File: src/hw/rtl/ilir_pkg.sv
// Shared types, constants and sizes for the indexed word list.
package ilir_pkg;

  // Maximum number of words that the list holds.
  localparam int unsigned CAPACITY = 64;

  // Derived sizes: RAM address, element count and signed compare width.
  localparam int unsigned ADDR_W = $clog2(CAPACITY);
  localparam int unsigned CNT_W  = $clog2(CAPACITY + 1);
  localparam int unsigned POS_W  = 8;
  localparam int unsigned SW     = ((CNT_W > POS_W) ? CNT_W : POS_W) + 2;

  // Fixed field widths of the transactions.
  localparam int unsigned DATA_W  = 32;
  localparam int unsigned FIELD_W = 7;
  localparam int unsigned OP_W    = 3;
  localparam int unsigned STAT_W  = 2;

  // Operation codes.
  typedef enum logic [OP_W-1:0] {
    OP_APPEND = 3'd0,
    OP_INSERT = 3'd1,
    OP_REMOVE = 3'd2,
    OP_READ   = 3'd3,
    OP_CLEAR  = 3'd4
  } op_e;

  // Result status codes.
  typedef enum logic [STAT_W-1:0] {
    ST_OK    = 2'd0,
    ST_RANGE = 2'd1,
    ST_FULL  = 2'd2
  } status_e;

  // Sequencer states.
  typedef enum logic [2:0] {
    S_IDLE,
    S_SHIFT_UP,
    S_INS_WR,
    S_RM_RD,
    S_SHIFT_DN,
    S_RD_WAIT,
    S_DONE
  } state_e;

  // Input transaction.
  typedef struct packed {
    logic [OP_W-1:0]          operation;
    logic signed [POS_W-1:0]  position;
    logic [DATA_W-1:0]        value;
  } in_item_t;

  // Result transaction.
  typedef struct packed {
    logic [DATA_W-1:0]  data_out;
    logic [FIELD_W-1:0] index_out;
    logic [FIELD_W-1:0] count_out;
    logic [STAT_W-1:0]  status;
  } out_item_t;

endpackage

File: src/hw/rtl/ilir_ram.sv
// Generic simple dual-port RAM with one write port and a registered read port.
module ilir_ram #(
  parameter int unsigned WIDTH = 32,
  parameter int unsigned DEPTH = 64
) (
  input  logic                     clk_i,
  input  logic                     we_i,
  input  logic [$clog2(DEPTH)-1:0] waddr_i,
  input  logic [WIDTH-1:0]         wdata_i,
  input  logic                     re_i,
  input  logic [$clog2(DEPTH)-1:0] raddr_i,
  output logic [WIDTH-1:0]         rdata_o
);

  logic [WIDTH-1:0] mem_q [DEPTH];
  logic [WIDTH-1:0] rdata_q;

  // Write port.
  always_ff @(posedge clk_i) begin
    if (we_i) begin
      mem_q[waddr_i] <= wdata_i;
    end
  end

  // Read port with a registered output.
  always_ff @(posedge clk_i) begin
    if (re_i) begin
      rdata_q <= mem_q[raddr_i];
    end
  end

  assign rdata_o = rdata_q;

endmodule

File: src/hw/rtl/ilir_ctrl.sv
// Sequencer that decodes each operation and moves list entries through the RAM.
module ilir_ctrl import ilir_pkg::*; (
  input  logic              clk_i,
  input  logic              rst_ni,
  input  logic              in_valid_i,
  output logic              in_stall_o,
  input  in_item_t          in_item_i,
  output logic              res_valid_o,
  input  logic              res_take_i,
  output out_item_t         res_o,
  output logic              mem_we_o,
  output logic [ADDR_W-1:0] mem_waddr_o,
  output logic [DATA_W-1:0] mem_wdata_o,
  output logic              mem_re_o,
  output logic [ADDR_W-1:0] mem_raddr_o,
  input  logic [DATA_W-1:0] mem_rdata_i
);

  state_e             state_q, state_d;
  logic [CNT_W-1:0]   cnt_q, cnt_d;
  logic [CNT_W-1:0]   p_q, p_d;
  logic [ADDR_W-1:0]  ptr_q, ptr_d;
  logic [DATA_W-1:0]  val_q, val_d;
  logic [DATA_W-1:0]  data_q, data_d;
  logic [CNT_W-1:0]   idx_q, idx_d;
  status_e            st_q, st_d;

  logic               accept;
  logic               full;
  logic signed [SW-1:0] pos_s;
  logic signed [SW-1:0] cnt_s;
  logic signed [SW-1:0] rm_s;
  logic               rm_bad;
  logic               rd_bad;
  logic [CNT_W-1:0]   ins_p;

  assign accept = in_valid_i && (state_q == S_IDLE);
  assign full   = (cnt_q == CNT_W'(CAPACITY));

  // Position arithmetic in a signed width that covers position and count.
  always_comb begin
    pos_s  = {{(SW-POS_W){in_item_i.position[POS_W-1]}}, in_item_i.position};
    cnt_s  = $signed({{(SW-CNT_W){1'b0}}, cnt_q});
    rm_s   = (pos_s < 0) ? (pos_s + cnt_s) : pos_s;
    rm_bad = (rm_s < 0) || (rm_s >= cnt_s);
    rd_bad = (pos_s < 0) || (pos_s >= cnt_s);
    if (pos_s < 0) begin
      ins_p = '0;
    end else if (pos_s > cnt_s) begin
      ins_p = cnt_q;
    end else begin
      ins_p = CNT_W'(pos_s);
    end
  end

  // Next state, RAM accesses and result fields.
  always_comb begin
    state_d     = state_q;
    cnt_d       = cnt_q;
    p_d         = p_q;
    ptr_d       = ptr_q;
    val_d       = val_q;
    data_d      = data_q;
    idx_d       = idx_q;
    st_d        = st_q;
    mem_we_o    = 1'b0;
    mem_waddr_o = '0;
    mem_wdata_o = '0;
    mem_re_o    = 1'b0;
    mem_raddr_o = '0;

    case (state_q)
      S_IDLE: begin
        if (accept) begin
          data_d  = '0;
          idx_d   = '0;
          st_d    = ST_OK;
          state_d = S_DONE;
          case (in_item_i.operation)
            OP_APPEND: begin
              if (full) begin
                st_d = ST_FULL;
              end else begin
                mem_we_o    = 1'b1;
                mem_waddr_o = ADDR_W'(cnt_q);
                mem_wdata_o = in_item_i.value;
                idx_d       = cnt_q;
                cnt_d       = cnt_q + 1'b1;
              end
            end
            OP_INSERT: begin
              if (full) begin
                st_d = ST_FULL;
              end else begin
                idx_d = ins_p;
                p_d   = ins_p;
                val_d = in_item_i.value;
                cnt_d = cnt_q + 1'b1;
                if (ins_p == cnt_q) begin
                  // Insert at the end needs no shift.
                  mem_we_o    = 1'b1;
                  mem_waddr_o = ADDR_W'(ins_p);
                  mem_wdata_o = in_item_i.value;
                end else begin
                  // Start the upward shift at the last entry.
                  mem_re_o    = 1'b1;
                  mem_raddr_o = ADDR_W'(cnt_q - 1'b1);
                  ptr_d       = ADDR_W'(cnt_q - 1'b1);
                  state_d     = S_SHIFT_UP;
                end
              end
            end
            OP_REMOVE: begin
              if (rm_bad) begin
                st_d = ST_RANGE;
              end else begin
                idx_d       = CNT_W'(rm_s);
                cnt_d       = cnt_q - 1'b1;
                mem_re_o    = 1'b1;
                mem_raddr_o = ADDR_W'(rm_s);
                ptr_d       = ADDR_W'(rm_s);
                state_d     = S_RM_RD;
              end
            end
            OP_READ: begin
              if (rd_bad) begin
                st_d = ST_RANGE;
              end else begin
                idx_d       = CNT_W'(pos_s);
                mem_re_o    = 1'b1;
                mem_raddr_o = ADDR_W'(pos_s);
                state_d     = S_RD_WAIT;
              end
            end
            OP_CLEAR: begin
              cnt_d = '0;
            end
            default: begin
              // Unused codes do nothing.
            end
          endcase
        end
      end

      S_SHIFT_UP: begin
        // Entry at ptr moves to ptr + 1; the next lower entry is read meanwhile.
        mem_we_o    = 1'b1;
        mem_waddr_o = ptr_q + 1'b1;
        mem_wdata_o = mem_rdata_i;
        if (ptr_q == ADDR_W'(p_q)) begin
          state_d = S_INS_WR;
        end else begin
          mem_re_o    = 1'b1;
          mem_raddr_o = ptr_q - 1'b1;
          ptr_d       = ptr_q - 1'b1;
        end
      end

      S_INS_WR: begin
        mem_we_o    = 1'b1;
        mem_waddr_o = ADDR_W'(p_q);
        mem_wdata_o = val_q;
        state_d     = S_DONE;
      end

      S_RM_RD: begin
        // The removed word arrives; cnt_q already holds the new count.
        data_d = mem_rdata_i;
        if (CNT_W'(ptr_q) < cnt_q) begin
          mem_re_o    = 1'b1;
          mem_raddr_o = ptr_q + 1'b1;
          ptr_d       = ptr_q + 1'b1;
          state_d     = S_SHIFT_DN;
        end else begin
          state_d = S_DONE;
        end
      end

      S_SHIFT_DN: begin
        // Entry at ptr moves to ptr - 1; the next higher entry is read meanwhile.
        mem_we_o    = 1'b1;
        mem_waddr_o = ptr_q - 1'b1;
        mem_wdata_o = mem_rdata_i;
        if (CNT_W'(ptr_q) == cnt_q) begin
          state_d = S_DONE;
        end else begin
          mem_re_o    = 1'b1;
          mem_raddr_o = ptr_q + 1'b1;
          ptr_d       = ptr_q + 1'b1;
        end
      end

      S_RD_WAIT: begin
        data_d  = mem_rdata_i;
        state_d = S_DONE;
      end

      S_DONE: begin
        if (res_take_i) begin
          state_d = S_IDLE;
        end
      end

      default: begin
        state_d = S_IDLE;
      end
    endcase
  end

  // Control registers.
  always_ff @(posedge clk_i or negedge rst_ni) begin
    if (!rst_ni) begin
      state_q <= S_IDLE;
      cnt_q   <= '0;
    end else begin
      state_q <= state_d;
      cnt_q   <= cnt_d;
    end
  end

  // Working and result registers.
  always_ff @(posedge clk_i) begin
    p_q    <= p_d;
    ptr_q  <= ptr_d;
    val_q  <= val_d;
    data_q <= data_d;
    idx_q  <= idx_d;
    st_q   <= st_d;
  end

  assign in_stall_o        = (state_q != S_IDLE);
  assign res_valid_o       = (state_q == S_DONE);
  assign res_o.data_out    = data_q;
  assign res_o.index_out   = FIELD_W'(idx_q);
  assign res_o.count_out   = FIELD_W'(cnt_q);
  assign res_o.status      = st_q;

endmodule

File: src/hw/rtl/indexed_list_insert_remove_top.sv
// Indexed word list with append, insert, remove, read and clear operations.
//
// The input channel takes one operation per transaction (operation, position,
// value); the output channel returns exactly one result per transaction with
// the word, its index, the element count after the operation and a status.
// Both channels use valid and stall; a transaction moves when valid is high
// and stall is low. The list lives in one RAM with a registered read port,
// and the sequencer moves at most one entry per cycle through it.
// Append, clear and unused codes finish in the accepting state; read waits
// for the RAM read; insert and remove shift the later entries one at a time
// (an insert at the end shifts none) through the single read and write port
// pair of the RAM. A new operation is taken once the previous result sits
// in the output register, so the next operation overlaps a stalled result.
// Reset empties the list; RAM contents are not cleared and need no pass.
// When the receiver stalls, the result holds in the output register and
// the sequencer holds its next result until the register frees up.
module indexed_list_insert_remove_top import ilir_pkg::*; (
  input  logic      clk_i,
  input  logic      rst_ni,
  input  logic      in_valid_i,
  output logic      in_stall_o,
  input  in_item_t  in_item_i,
  output logic      out_valid_o,
  input  logic      out_stall_i,
  output out_item_t out_item_o
);

  logic              res_valid;
  logic              res_take;
  out_item_t         res;
  logic              mem_we;
  logic [ADDR_W-1:0] mem_waddr;
  logic [DATA_W-1:0] mem_wdata;
  logic              mem_re;
  logic [ADDR_W-1:0] mem_raddr;
  logic [DATA_W-1:0] mem_rdata;
  logic              out_valid_q;
  out_item_t         out_item_q;

  // Sequencer.
  ilir_ctrl u_ctrl (
    .clk_i       (clk_i),
    .rst_ni      (rst_ni),
    .in_valid_i  (in_valid_i),
    .in_stall_o  (in_stall_o),
    .in_item_i   (in_item_i),
    .res_valid_o (res_valid),
    .res_take_i  (res_take),
    .res_o       (res),
    .mem_we_o    (mem_we),
    .mem_waddr_o (mem_waddr),
    .mem_wdata_o (mem_wdata),
    .mem_re_o    (mem_re),
    .mem_raddr_o (mem_raddr),
    .mem_rdata_i (mem_rdata)
  );

  // List storage.
  ilir_ram #(
    .WIDTH (DATA_W),
    .DEPTH (CAPACITY)
  ) u_ram (
    .clk_i   (clk_i),
    .we_i    (mem_we),
    .waddr_i (mem_waddr),
    .wdata_i (mem_wdata),
    .re_i    (mem_re),
    .raddr_i (mem_raddr),
    .rdata_o (mem_rdata)
  );

  // The output register takes a result when it is empty or being drained.
  assign res_take = res_valid && (!out_valid_q || !out_stall_i);

  always_ff @(posedge clk_i or negedge rst_ni) begin
    if (!rst_ni) begin
      out_valid_q <= 1'b0;
    end else if (res_take) begin
      out_valid_q <= 1'b1;
    end else if (!out_stall_i) begin
      out_valid_q <= 1'b0;
    end
  end

  always_ff @(posedge clk_i) begin
    if (res_take) begin
      out_item_q <= res;
    end
  end

  assign out_valid_o = out_valid_q;
  assign out_item_o  = out_item_q;

endmodule

File: config.mk
export PLATFORM = sky130hd
export DESIGN_NAME = indexed_list_insert_remove_top
export DESIGN_NICKNAME = d
export VERILOG_FILES = /design/src/hw/rtl/ilir_pkg.sv /design/src/hw/rtl/ilir_ram.sv /design/src/hw/rtl/ilir_ctrl.sv /design/src/hw/rtl/indexed_list_insert_remove_top.sv
export SDC_FILE = /design/constraint.sdc
export NUM_CORES = 2
export LEC_CHECK = 0
export ABC_AREA = 1
export BUFFER_PORTS_ARGS = -buffer_cell sky130_fd_sc_hd__buf_4
export CAP_MARGIN = 5
export CORE_UTILIZATION = 55
export CTS_CLUSTER_SIZE = 25
export DETAILED_ROUTE_END_ITERATION = 6
export MAX_ROUTING_LAYER = met4
export PLACE_DENSITY_LB_ADDON = 0.15
export SYNTH_ARGS = -nofsm -noshare
export SYNTH_HDL_FRONTEND = slang
export SYNTH_SLANG_ARGS = --single-unit
File: constraint.sdc
create_clock -name clk_i -period 6 [get_ports clk_i]
set_input_delay 0.6 -clock clk_i [delete_from_list [all_inputs] [get_ports clk_i]]
set_output_delay 0.6 -clock clk_i [all_outputs]
set_load 0.02 [all_outputs]
; Yosys cells after proc, flatten, opt, wreduce, memory -nomap -nowiden
; Memories as Yosys holds them, arrays and structs flattened. A register that Yosys moved wholly into a read port is not among the register bits.
; Index checks and enable logic that the tools add are counted.
[word_totals]
memories = 1
mem_bits_rw = 2048
output_inout_bits = 50
inputBits = 47
reg_bits = 144
elab_cells = 157
[op_classes]
bitwise = 1
add_sub_neg = 5
eq_ne = 28
n_lt_le_gt_ge = 6
n_reduce_logical = 24
mux = 79
[memory_table]
columns = name, depth, width, rd, rd_ports_with_merged_regs, write_ports, line
row1 = u_ram.mem_q, 64, 32, 1, 1, 1, ilir_ram.sv:15  ; logic [WIDTH-1:0] mem_q [DEPTH];
[op_table]
columns = operator, count
row1 = $mux 32, 5
row2 = $pmux 32 s2, 2
row3 = $mux 6, 19
row4 = $pmux 32 s3, 1
row5 = $pmux 6 s4, 3
row6 = $mux 7, 8
row7 = $pmux 7 s4, 1
row8 = $pmux 6 s2, 2
row9 = $mux 3, 7
row10 = $pmux 7 s3, 1
row11 = $mux 1, 18
row12 = $pmux 3 s6, 1
row13 = $pmux 6 s3, 1
row14 = $eq 3x2->1 const B, 4
row15 = $eq 3x3->1 const B, 4
row16 = $ne 2x1->1 const B, 6
row17 = $ne 3x3->1 const B, 4
row18 = $ge 10x8->1, 1
row19 = $lt 10x1->1 const B, 1
row20 = $mux 10, 1
row21 = $add 8x8->9, 1
row22 = $pmux 3 s3, 1
row23 = $reduce_and 9->1, 1
row24 = $ge 8x8->1, 1
row25 = 31 further kinds, 49

; Logic depth before layout (Yosys ltp)
[depth]
ltp_word = 11
mapped_depth = 33

; Hierarchy
; A second synthesis with hierarchy kept.
[unflattened]
cells_unflattened = 7643
area_unflattened_um2 = 91053.6
[by_module_without_submodules]
columns = mod, area_per_inst_um2, instances, cells_each
row1 = ilir_ram, 83106.0, 1, 6785
row2 = ilir_ctrl, 6461.2, 1, 805
row3 = indexed_list_insert_remove_top, 1486.4, 1, 53

; Worst setup path before layout
; No wires, ideal clock.
[synth_path]
kind = register -> register
from = register u_ctrl.cnt_q[4]
to = memory u_ram.mem_q[0][0] (enable)
path_buffers = 3
period_less_slack_ns = 5.924
slack_ns = 0.076
required_ns = 5.530
setup_ns = 0.470
stages_incl_launch_ff = 20
arrival_time_ns = 5.454
cell_sequence = dfrtp_1 clkbuf_1 inv_1 ha_1 nand2_1 nor2_1 nand2_1 nand2_1 nand2_2 buf_6 buf_2 o21ai_0 o21ai_0 inv_1 nor2_1 a221oi_1 inv_1 nor2_1 inv_1 a211oi_1
[synth_via]
elab_chain_cells = 11
word_cells_on_any_way = 19
cone_classes = order compare: 1 / eq/ne: 2 / mux: 16
[synth_rtl]
columns = item, line
row1 = from (decl), ilir_ctrl.sv:20  ; logic [CNT_W-1:0] cnt_q, cnt_d;
row2 = from (signal assigned), ilir_ctrl.sv:217  ; cnt_q <= cnt_d;
row3 = $gt 8x8->1, ilir_ctrl.sv:49  ; end else if (pos_s > cnt_s) begin
row4 = $mux 7, ilir_ctrl.sv:49
row5 = $mux 7, ilir_ctrl.sv:47  ; if (pos_s < 0) begin
row6 = $eq 7x7->1, ilir_ctrl.sv:99  ; if (ins_p == cnt_q) begin
row7 = $mux 1, ilir_ctrl.sv:99
row8 = $mux 1, ilir_ctrl.sv:92  ; if (full) begin
row9 = $pmux 1 s2, ilir_ctrl.sv:79  ; case (in_item_i.operation)
row10 = $mux 1, ilir_ctrl.sv:74  ; if (accept) begin
row11 = $pmux 1 s2, ilir_ctrl.sv:72  ; case (state_q)
row12 = $mux 1, ilir_ram.sv:20  ; if (we_i) begin
row13 = $mux 1 (not written as such), ilir_ram.sv:21  ; mem_q[waddr_i] <= wdata_i;
row14 = to (decl), ilir_ram.sv:15
; Several ways; a longest one is shown, not always the timed one.

; Final worst setup path
[layout_path]
from = register u_ctrl.cnt_q[2]
to = register u_ram.rdata_q[8] (netlist: u_ram.rdata_o[8]), read port of u_ram.mem_q (data pin)
[layout_via]
elab_chain_cells = 9
word_cells_on_any_way = 33
cone_classes = add/sub: 2 / order compare: 5 / eq/ne: 3 / mux: 21 / reduce/logical: 2
[layout_rtl]
columns = item, line
row1 = "parallel branches: the longest is 9 deep, another holds $lt 10x1->1", n/a
row2 = to (decl), ilir_ram.sv:16  ; logic [WIDTH-1:0] rdata_q;
; Several ways; the timed one is not identified.
; A chain may end at the register's enable or synchronous reset.

==> results.toml <==
[final_layout]
area_delta_synth_final_pct = 14.4
fin_cells = 11900
fin_util = 0.634
finalNetCount = 9396
drive_above_1_share = 0.106
final_area_sq_um = 113000

[pwr]
switchingPower_mw = 29.0
pwr-share-clk = 0.199
swShare = 0.430
combPwrFrac = 0.464
p_leak_nw = 45.3
vdd_ir_drop_max_mv = 0.428
seqPwrFrac = 0.336
power_density_nw_per_um2 = 595
power.internal_mw = 38.4

[worst_setup_path]
slowest_delay_ps = 440
regToRegSetupSlack_ps = 390
rr_endpoint = "u_ram.rdata_o[8]"
cp.required_ps = 6620
crit_top_cell = "nand2_1"
crit_fanout = 21
cp-end-kind = "register"
critPathSlowestCell = "nand3_1"
arrival_ps = 6230
worstRegToRegCells = 31
crit_type = "register to register"
startpoint_type = "register"
reg2reg_from = "u_ctrl.cnt_q[2]"

[sta]
clock_skew_ps = 41.2
drv_slew = 0
fin_hold_ws_ps = 65.0
rsz0062_at_grt = "false"
tns_ps = 0
max_freq_ghz = 0.178
period_share = 0.935
worst-slew-pin-transition_ps = 1260
period_needed_ps = 5610
slew_headroom = 0.155
timing_hold_violations_final = 0
setup_viol = 0

[grt]
grt_max_degree = 111
use_met1 = 0.463
track_usage = 0.344
grt_pass1_wl_um = 443000
top_usage_layer = "met2"
antenna_found_initial = 8
met3_usage = 0.0576
grt_overflow_total = 0
grt_pass1_vias = 66400
use_met2 = 0.518

[clock_network]
cts.htree.levels = 4
cts-root-buf = "clkbuf_16"
numCtsBuffers = 221
cts_tree = "built"
clockBufferDepth = 3
clock_sinks = 2224
insertion_delay_ps = 890
clk_pin_slew_ps = 60

[place]
hpwl_um = 181000
place_congestion = 0.949
dp.cells = 11400
port-buffer-count = 96
placed_area_sq_um = 106000

[floorplanning]
core_sq_um = 179000
die_w_um = 426
ioPinCount = 97
num_rows = 155
start_util = 0.554
fp.dieH_um = 426
dieArea_sq_um = 182000

[routing]
num_vias = 70200
firstDrtPassIters = 6
wl_per_cell_um = 25.7
antenna_left = 0
drc = 0
drt_iter0_drc = 9780
detail_route.vias_per_cell = 5.92
wirelength_um = 304000

[outcome]
status = "finished clean"

[logic_synthesis]
syn_inst = 9023
yosys_register_bits = 2224
syn-num-nets = 9103
synth_warnings = 0
ys_types = 50
synth.yosys.seq_area_share = 0.674
syn-mean-instance-area_sq_um = 11.0
synth_area_sq_um = 99000

[run]
maxCapViolCount = 0

[min_path]
min_path_cells = 3
min_from = "out_stall_i"
worstHoldPathType = "input pin to register"
whs_endpoint = "out_valid_o"
[final cells by class]
cell class | count | area (sq um)
Timing Repair Buffer | 627 | 6550
Clock inverter | 130 | 1080
Inverter | 1526 | 5750
Antenna cell | 1 | 2.50
Fill cell | 13800 | 65300
Multi-Input combinational cell | 4716 | 24400
Sequential cell | 2224 | 66700
Tap cell | 2355 | 2950
Clock buffer | 275 | 5840
[worst max-delay path, delay by kind of cell (launching register included)]
family	cells	cell delay (ps)
AOI/OAI and AO/OA	10	1340
adders and majority gates	2	630
buffers and inverters	8	1390
DFF	1	370
and+or+nand+nor	11	1610
[sequential cells by signal, indices dropped and copies added (netlist names), 3 cells and up]
register,flops
out_item_o,48
u_ctrl.cnt_q,7
u_ctrl.data_q,32
u_ctrl.idx_q,7
u_ctrl.p_q,6
u_ctrl.ptr_q,6
u_ctrl.state_q,3
u_ctrl.val_q,32
u_ram.mem_q,2048
u_ram.rdata_o,32
[placed cells by master (no fill, tap or decap), types with 9 or more instances in the layout]
cell           count
inv_1           1516
nand4_1            9
nor3_1            10
nand3b_1         640
bufinv_16         15
clkinv_1          71
nor2_1           111
nand2_1         1455
buf_4            453
clkbuf_16        226
nand3_1         2179
a22oi_1           32
edfxtp_1        2213
o21ai_0           45
nor2_4            66
ha_1              32
dlygate4sd3_1     33
clkbuf_1          49
clkinv_2          35
nand2_2           34
dfrtp_1           10
buf_12           141
xor2_1            13
a21oi_1           26
[per-layer routing]
metal,wire (um),vias up
met3,32700,664
li1,-,31200
met4,14200,0
met1,119000,34100
met5,0,-
met2,139000,4127
[through the flow]
step	worst slack [ps]	power, mW
after floorplan	75.5	38.9
after global placement	-267	53.1
after detailed placement	-74.6	53.4
after CTS	119	66.8
after global routing	11.7	69.8
final	393	67.4
[synthesized netlist by cell type (all sizes together)]
library cell	count	area, sq um
a2111oi	2	30.0
a211o	1	8.76
a211oi	4	30.0
a21boi	2	15.0
a21oi	30	169
a221oi	2	17.5
a22o	1	8.76
a22oi	32	240
a311oi	2	17.5
a31oi	2	12.5
buf	403	2280
clkbuf	154	578
clkinv	5	18.8
dfrtp	11	275
edfxtp	2213	66500
fa	1	20.0
ha	32	400
inv	1521	5710
mux2i	1	10.0
nand2	1492	5620
nand3	2183	10900
nand3b	640	4800
nand4	9	56.3
nor2	180	683
nor3	11	60.1
o2111ai	3	26.3
o211ai	7	52.6
o21a	1	7.51
o21ai	49	249
o21bai	1	7.51
o221ai	2	17.5
o22ai	4	25.0
o311ai	1	8.76
o31ai	2	15.0
o32ai	2	17.5
xnor2	4	35.0
xor2	13	114
[kinds of logic (layout without fill, tap and decap cells)]
kind of cell | Yosys count | after routing | synth area share
other cells | 0 | 1 | 0
compound gates | 150 | 150 | 0.00986
mux | 1 | 1 | 0.000101
simple gates | 4515 | 4515 | 0.224
buf+inv | 2083 | 2558 | 0.0867
xor+xnor | 17 | 17 | 0.00150
fa+ha+maj | 33 | 33 | 0.00425
flops | 2224 | 2224 | 0.674
[worst max-delay path by stage]
stage                                   end       startpoint  depth (start not counted)
after detailed placement  u_ram.rdata_o[19]    in_item_i[34]                         31
after floorplan           u_ram.mem_q[0][0]  u_ctrl.cnt_q[4]                         19
after CTS                 u_ram.rdata_o[19]  u_ctrl.cnt_q[1]                         29
final                      u_ram.rdata_o[8]  u_ctrl.cnt_q[2]                         31
after global routing      u_ram.rdata_o[30]  u_ctrl.cnt_q[2]                         31
after global placement    u_ram.rdata_o[19]    in_item_i[34]                         31
[power groups by stage]
stage	logic [mW]	registers, mW	clock network, mW
global placement	30.2	22.9	0
finish	31.3	22.6	13.4
detailed placement	30.5	22.9	0
global route	32.9	22.7	14.1
CTS	30.6	22.6	13.5
floorplan	16.1	22.8	0
[repair_timing]
item,4_1_cts,5_1_grt
endpoints found under the setup margin,0,11
hold buffers,33,0
setup buffers,0,2
gates resized for setup,0,2
endpoints found under the hold margin,43,0
Note: power is estimated with default switching activity, not from simulation.
